===== config.mk =====
export PLATFORM = sky130hd
export DESIGN_NAME = pulse_width_frame_sender
export DESIGN_NICKNAME = d
export VERILOG_FILES = /design/src/pwfs_pkg.sv /design/src/pwfs_core.sv /design/src/pulse_width_frame_sender.sv
export SDC_FILE = /design/constraint.sdc
export NUM_CORES = 1
export LEC_CHECK = 0
export ABC_AREA = 1
export BUFFER_PORTS_ARGS = -buffer_cell sky130_fd_sc_hd__buf_2
export CAP_MARGIN = 30
export CORE_MARGIN = 4
export CORE_UTILIZATION = 45
export DETAILED_ROUTE_END_ITERATION = 12
export PLACE_DENSITY = 0.73
export SYNTH_ARGS = -nofsm -noshare
export SYNTH_HDL_FRONTEND = slang
export SYNTH_SLANG_ARGS = --single-unit

===== constraint.sdc =====
create_clock -name aclk -period 4.35 [get_ports aclk]
set_input_delay 1.0875 -clock aclk [delete_from_list [all_inputs] [get_ports aclk]]
set_output_delay 1.0875 -clock aclk [all_outputs]
set_load 0.01 [all_outputs]

===== src/pwfs_pkg.sv =====
// Package for the pulse-width frame sender: config types, register indexes, reset values.
package pwfs_pkg;

    localparam int CFG_IDX_W  = 3;
    localparam int CFG_DATA_W = 8;

    localparam logic [CFG_IDX_W-1:0] REG_FRAME_PERIOD    = 3'd0;
    localparam logic [CFG_IDX_W-1:0] REG_HEADER_LIMIT    = 3'd1;
    localparam logic [CFG_IDX_W-1:0] REG_ONE_HIGH_LIMIT  = 3'd2;
    localparam logic [CFG_IDX_W-1:0] REG_ZERO_HIGH_LIMIT = 3'd3;
    localparam logic [CFG_IDX_W-1:0] REG_BIT_SLOT_LIMIT  = 3'd4;
    localparam logic [CFG_IDX_W-1:0] REG_TRAILER_LIMIT   = 3'd5;

    localparam logic [7:0] RST_FRAME_PERIOD    = 8'd200;
    localparam logic [7:0] RST_HEADER_LIMIT    = 8'd20;
    localparam logic [3:0] RST_ONE_HIGH_LIMIT  = 4'd9;
    localparam logic [3:0] RST_ZERO_HIGH_LIMIT = 4'd5;
    localparam logic [3:0] RST_BIT_SLOT_LIMIT  = 4'd10;
    localparam logic [5:0] RST_TRAILER_LIMIT   = 6'd24;

    localparam logic [3:0] BITS_PER_FRAME = 4'd8;

    typedef struct packed {
        logic [7:0] frame_period;
        logic [7:0] header_limit;
        logic [3:0] one_high_limit;
        logic [3:0] zero_high_limit;
        logic [3:0] bit_slot_limit;
        logic [5:0] trailer_limit;
    } pwfs_cfg_t;

endpackage


===== src/pwfs_core.sv =====
// Frame sequencer: period counter, header, bit slots and trailer for one tick per item.
module pwfs_core
    import pwfs_pkg::*;
(
    input  logic       aclk,
    input  logic       aresetn,
    input  logic       step,
    input  logic [7:0] command_byte,
    input  pwfs_cfg_t  cfg,
    output logic       line_next,
    output logic       busy_next
);

    logic [7:0] period_count_reg, period_count_next;
    logic       sending_reg, sending_next;
    logic [7:0] shift_byte_reg, shift_byte_next;
    logic [3:0] bits_left_reg, bits_left_next;
    logic [7:0] header_count_reg, header_count_next;
    logic [3:0] one_slot_reg, one_slot_next;
    logic [3:0] zero_slot_reg, zero_slot_next;
    logic [5:0] trailer_count_reg, trailer_count_next;
    logic       line_reg, line_reg_next;

    logic [7:0] period_inc;
    logic       latch;
    logic       bit_one;
    logic [3:0] slot_inc;
    logic [3:0] high_limit;
    logic [3:0] slot_new;

    always_comb begin
        period_inc         = period_count_reg + 8'd1;
        latch              = (period_inc == cfg.frame_period);
        period_count_next  = latch ? 8'd0 : period_inc;
        sending_next       = sending_reg | latch;
        shift_byte_next    = latch ? command_byte : shift_byte_reg;
        bits_left_next     = bits_left_reg;
        header_count_next  = header_count_reg;
        one_slot_next      = one_slot_reg;
        zero_slot_next     = zero_slot_reg;
        trailer_count_next = trailer_count_reg;
        line_reg_next      = line_reg;

        bit_one    = shift_byte_next[7];
        slot_inc   = (bit_one ? one_slot_reg : zero_slot_reg) + 4'd1;
        high_limit = bit_one ? cfg.one_high_limit : cfg.zero_high_limit;
        slot_new   = slot_inc;

        if (sending_next) begin
            header_count_next = header_count_reg + 8'd1;
            if (header_count_next < cfg.header_limit) begin
                line_reg_next = 1'b0;
            end else if (bits_left_reg != 4'd0) begin
                if (slot_inc < high_limit) begin
                    line_reg_next = 1'b1;
                end else if (slot_inc < cfg.bit_slot_limit) begin
                    line_reg_next = 1'b0;
                end else begin
                    slot_new        = 4'd0;
                    shift_byte_next = {shift_byte_next[6:0], 1'b0};
                    bits_left_next  = bits_left_reg - 4'd1;
                end
                if (bit_one) begin
                    one_slot_next = slot_new;
                end else begin
                    zero_slot_next = slot_new;
                end
            end else begin
                trailer_count_next = trailer_count_reg + 6'd1;
                line_reg_next      = 1'b0;
                if (trailer_count_next == cfg.trailer_limit) begin
                    line_reg_next      = 1'b1;
                    bits_left_next     = BITS_PER_FRAME;
                    sending_next       = 1'b0;
                    header_count_next  = 8'd0;
                    trailer_count_next = 6'd0;
                end
            end
        end
    end

    always_ff @(posedge aclk) begin
        if (!aresetn) begin
            period_count_reg  <= 8'd0;
            sending_reg       <= 1'b0;
            shift_byte_reg    <= 8'd0;
            bits_left_reg     <= BITS_PER_FRAME;
            header_count_reg  <= 8'd0;
            one_slot_reg      <= 4'd0;
            zero_slot_reg     <= 4'd0;
            trailer_count_reg <= 6'd0;
            line_reg          <= 1'b1;
        end else if (step) begin
            period_count_reg  <= period_count_next;
            sending_reg       <= sending_next;
            shift_byte_reg    <= shift_byte_next;
            bits_left_reg     <= bits_left_next;
            header_count_reg  <= header_count_next;
            one_slot_reg      <= one_slot_next;
            zero_slot_reg     <= zero_slot_next;
            trailer_count_reg <= trailer_count_next;
            line_reg          <= line_reg_next;
        end
    end

    assign line_next = line_reg_next;
    assign busy_next = sending_next;

endmodule


===== src/pulse_width_frame_sender.sv =====
// Top level of the pulse-width frame sender: config registers, tick stream, result register.
//
// Each input item is one tick carrying the current command byte; each tick gives exactly
// one result item holding the line level and the busy flag after that tick. Every frame
// period the command byte is latched and a frame starts: a low header, eight bits MSB
// first as pulse-width slots, then a low trailer that ends with the line back at its idle
// high level. A tick is taken and the result register reloaded in each clock cycle in which
// that register is empty or being taken, so the rate is one item per cycle unless the output
// stalls; the sequencer counters step on each tick, and the result is registered.
// Configuration is always ready; writes to indexes past the last register are ignored.
module pulse_width_frame_sender
    import pwfs_pkg::*;
(
    input  logic                  aclk,
    input  logic                  aresetn,

    input  logic                  s_tvalid,
    output logic                  s_tready,
    input  logic [7:0]            s_tdata,    // [7:0] command_byte

    output logic                  m_tvalid,
    input  logic                  m_tready,
    output logic [7:0]            m_tdata,    // [0] line_level, [1] busy_res, [7:2] zero

    input  logic                  cfg_valid,
    output logic                  cfg_ready,
    input  logic [CFG_IDX_W-1:0]  cfg_index,
    input  logic [CFG_DATA_W-1:0] cfg_data
);

    pwfs_cfg_t cfg_reg;
    logic      m_tvalid_reg;
    logic      line_level_reg;
    logic      busy_res_reg;
    logic      step;
    logic      line_next;
    logic      busy_next;

    assign cfg_ready = 1'b1;
    assign s_tready  = !m_tvalid_reg || m_tready;
    assign step      = s_tvalid && s_tready;

    always_ff @(posedge aclk) begin
        if (!aresetn) begin
            cfg_reg.frame_period    <= RST_FRAME_PERIOD;
            cfg_reg.header_limit    <= RST_HEADER_LIMIT;
            cfg_reg.one_high_limit  <= RST_ONE_HIGH_LIMIT;
            cfg_reg.zero_high_limit <= RST_ZERO_HIGH_LIMIT;
            cfg_reg.bit_slot_limit  <= RST_BIT_SLOT_LIMIT;
            cfg_reg.trailer_limit   <= RST_TRAILER_LIMIT;
        end else if (cfg_valid && cfg_ready) begin
            unique case (cfg_index)
                REG_FRAME_PERIOD:    cfg_reg.frame_period    <= cfg_data;
                REG_HEADER_LIMIT:    cfg_reg.header_limit    <= cfg_data;
                REG_ONE_HIGH_LIMIT:  cfg_reg.one_high_limit  <= cfg_data[3:0];
                REG_ZERO_HIGH_LIMIT: cfg_reg.zero_high_limit <= cfg_data[3:0];
                REG_BIT_SLOT_LIMIT:  cfg_reg.bit_slot_limit  <= cfg_data[3:0];
                REG_TRAILER_LIMIT:   cfg_reg.trailer_limit   <= cfg_data[5:0];
                default: ;
            endcase
        end
    end

    pwfs_core u_core (
        .aclk         (aclk),
        .aresetn      (aresetn),
        .step         (step),
        .command_byte (s_tdata),
        .cfg          (cfg_reg),
        .line_next    (line_next),
        .busy_next    (busy_next)
    );

    always_ff @(posedge aclk) begin
        if (!aresetn) begin
            m_tvalid_reg <= 1'b0;
        end else if (step) begin
            m_tvalid_reg <= 1'b1;
        end else if (m_tready) begin
            m_tvalid_reg <= 1'b0;
        end
    end

    always_ff @(posedge aclk) begin
        if (step) begin
            line_level_reg <= line_next;
            busy_res_reg   <= busy_next;
        end
    end

    assign m_tvalid = m_tvalid_reg;
    assign m_tdata  = {6'd0, busy_res_reg, line_level_reg};

endmodule

==> flow_summary_export.csv <==
group,metric,value,unit
outcome,run_status,"finished clean",
placement,io_buffers,27,
placement,place_hpwl,7.522,mm
floorplanning,start_util,47.15,%
clocking,cts_htree_levels,3,
clocking,clkLatencyLatePin,0.36,ns
final_layout,final.fill_count,916,
power,power,1.397,mW
logic_synthesis,yosys_register_bits,81,
floorplanning,core,9415,sq um
drt,firstDrtPassIters,4,
global_route,grtUsageTotal,18.40,%
worst_setup_path,crit_path_max_fanout,11,
drt,route.detailed.drc,0,
final_layout,nets,701,
logic_synthesis,ys_types,37,
clocking,clock_tree_from_tritoncts,"built",
sta,rsz0062_at_grt,"false",
final_layout,finalNonFillerCells,794,
drt,initialDrtViolationCount,210,
global_route,first_pass_grt_wire_length,17.19,mm
sta,hold_viol_final,0,
logic_synthesis,combined_area_of_all_synthesized_cells,4439,sq um
drt,wl,10.03,mm
clocking,cts_root_buffer,"clkbuf_8",
min_path,hold_path_class,"reg -> reg",
clocking,number_of_buffers_inserted_to_repair_setup_after_cts,0,
power,power.static_leakage,2.183,nW
sta,worst_clock_skew,0.01596,ns
clocking,clk_pin_slew_worst_paths,0.09,ns
logic_synthesis,yosysWarningCount,0,
sta,max-slew-margin-rel,48.52,%
drt,antenna_left,0,
worst_setup_path,cp_data_required_time,4.58,ns
sta,setup_viol_count_final,0,
floorplanning,fp.dieH,107.3,um
sta,fin_tns_setup,0,ns
worst_setup_path,setup.worst_path.class,"reg -> reg",
global_route,grt_max_degree,49,
worst_setup_path,critical_path.endpoint_type,"register",
floorplanning,i_o_pins,35,
global_route,grt_overflow,0,
sta,hold-worst-slack,0.4569,ns
floorplanning,die-width,107.3,um
final_layout,area_growth,8.709,%
clocking,post_cts_resize_count,0,
clocking,numClockSinks,81,
clocking,number_of_buffers_added_by_the_clock_tree_synthesis_step,9,
sta,final_min_period_over_clock_period,87.42,%
logic_synthesis,synthesis.instances,639,
placement,gpl_wtd_cong,0.8287,
worst_setup_path,arrival,4.03,ns
logic_synthesis,seq_area_frac_synth,36.98,%
drt,wl_per_cell,12.63,um
floorplanning,die_area,11520,sq um
sta,layout_min_cycle_time,3.803,ns
floorplanning,floorplan.rows,35,
job,max-cap-violations,0,
power,power.density,289.5,nW/um^2
global_route,antenna_found_initial,0,
clocking,ctsHoldBuffers,0,
drt,route.vias.total,4024,
final_layout,antennaDiodeCount,0,
final_layout,layout_cell_share_with_drive_strength_beyond_1,10.83,%
logic_synthesis,avgSynthCellArea,6.947,sq um
sta,timing_worst_slew_pin_value,0.7693,ns
placement,placedCellCount,778,
clocking,max-clock-path-buffers,2,
sta,fmax,0.2630,GHz
worst_setup_path,rrSetupSlack,0.55,ns
sta,finalMaxSlewViolations,0,
final_layout,largest_register_ff_count,34,
worst_setup_path,worst_setup_path_start_kind,"register",
global_route,first_global_vias,3932,
power,worst_ir_drop_vdd,0.1485,mV
drt,post_drt_via_cell_ratio,5.068,
-- metrics by stage --
stage	utilization, %	area [sq um]	worst slack [ns]
after global placement	49.25	4637	0.7335
after CTS	51.26	4826	0.5564
after floorplan	-	4458	1.194
after global routing	51.26	4826	0.1605
final	51.26	4826	0.5471
after detailed placement	49.25	4637	0.5742
-- cell families after synthesis --
logic type / share of synthesized area, %
and+or+nand+nor: 30.16
AOI/OAI and AO/OA: 14.23
buffers and inverters: 9.583
DFF: 36.98
adders and majority gates: 4.791
xor gates and xnor gates: 2.960
muxes: 1.127
other: 0.1692
-- routing by layer --
layer	vias to the layer above	part of all wire, %	track usage [%]
met3	11	4.9	3.179
met1	1826	47	23.12
met4	0	1.5	7.123
li1	2090	-	-
met5	-	0	0
met2	97	46	31.32
-- cell usage after synthesis (all sizes together) --
master,instances,share of area [%]
nor3,2,0.34
edfxtp,2,1.4
xnor2,6,1.2
ha,17,4.8
clkbuf,10,0.85
o21bai,1,0.17
conb,2,0.17
buf,13,2.0
a211oi,1,0.17
inv,79,6.7
o211ai,8,1.4
o221ai,1,0.20
or2,3,0.42
a21oi,60,7.0
clkinv,1,0.084
o21ai,44,5.0
xor2,9,1.8
nand3b,6,1.0
mux2i,5,1.1
nand3,54,6.7
nor2,60,6.0
a221oi,1,0.20
dfxtp,79,36
nand2,170,15
o31ai,1,0.17
nand4,4,0.70
-- cell usage in the layout, fill, tap and decap left out, drive strengths merged --
cell      synthesis  final
a211oi            1      1
a21oi            60     60
a221oi            1      1
buf              13     28
clkbuf           10     10
clkinv            1      5
clkinvlp          0      1
conb              2      7
dfxtp            79     79
edfxtp            2      2
ha               17     17
inv              79     80
mux2i             5      5
nand2           170    170
nand3            54     54
nand3b            6      6
nand4             4      4
nor2             60     60
nor3              2      2
o211ai            8      8
o21ai            44     44
o21bai            1      1
o221ai            1      1
o31ai             1      1
or2               3      3
xnor2             6      6
xor2              9      9
-- worst max-delay path: stages (launching register included) --
cell and delay [ns]:
dfxtp_1 0.40, ha_1 0.22, nand2_2 0.11, nor2_4 0.14
nand2_1 0.08, nand3b_1 0.09, nand2_1 0.07, nor2_1 0.10
nand2_1 0.07, nor2_2 0.12, nand3_2 0.12, nand2_1 0.32
inv_1 0.15, nand2_1 0.10, nand2_2 0.06, ha_1 0.20
xor2_1 0.19, ha_1 0.30, nand2_1 0.05, inv_1 0.05
nand2_1 0.05, nand2_2 0.13, nand3_2 0.14, nor2_4 0.17
nand2_1 0.08, nand3_1 0.08, a21oi_1 0.08
-- path summary, 6_finish.rpt --
kind                                            endpoint  cells past startpoint                  startpoint
worst max-delay path            u_core.shift_byte_reg[7]                     26  u_core.period_count_reg[0]
worst min-delay path                         cfg_reg[13]                      2                 cfg_reg[13]
worst max register to register  u_core.shift_byte_reg[7]                     26  u_core.period_count_reg[0]
worst min register to register               cfg_reg[13]                      2                 cfg_reg[13]
-- layout make-up --
type	count	area, sq um	area share, %
flip-flops and latches	81	1642	34.02
repair buffers	28	142.6	2.956
inverters	80	300.3	6.222
multi-input cells	460	2391	49.55
clock inverters	6	51.30	1.063
well taps	129	161.4	3.345
clock buffers	10	137.6	2.852
-- power by group --
group | internal [mW] | total, mW | switching (mW)
clock network | 0.229 | 0.531 | 0.302
registers | 0.760 | 0.769 | 0.00897
logic | 0.0312 | 0.0975 | 0.0663
total | 1.02 | 1.40 | 0.377
No activity file was read; power rests on OpenSTA's default activity.
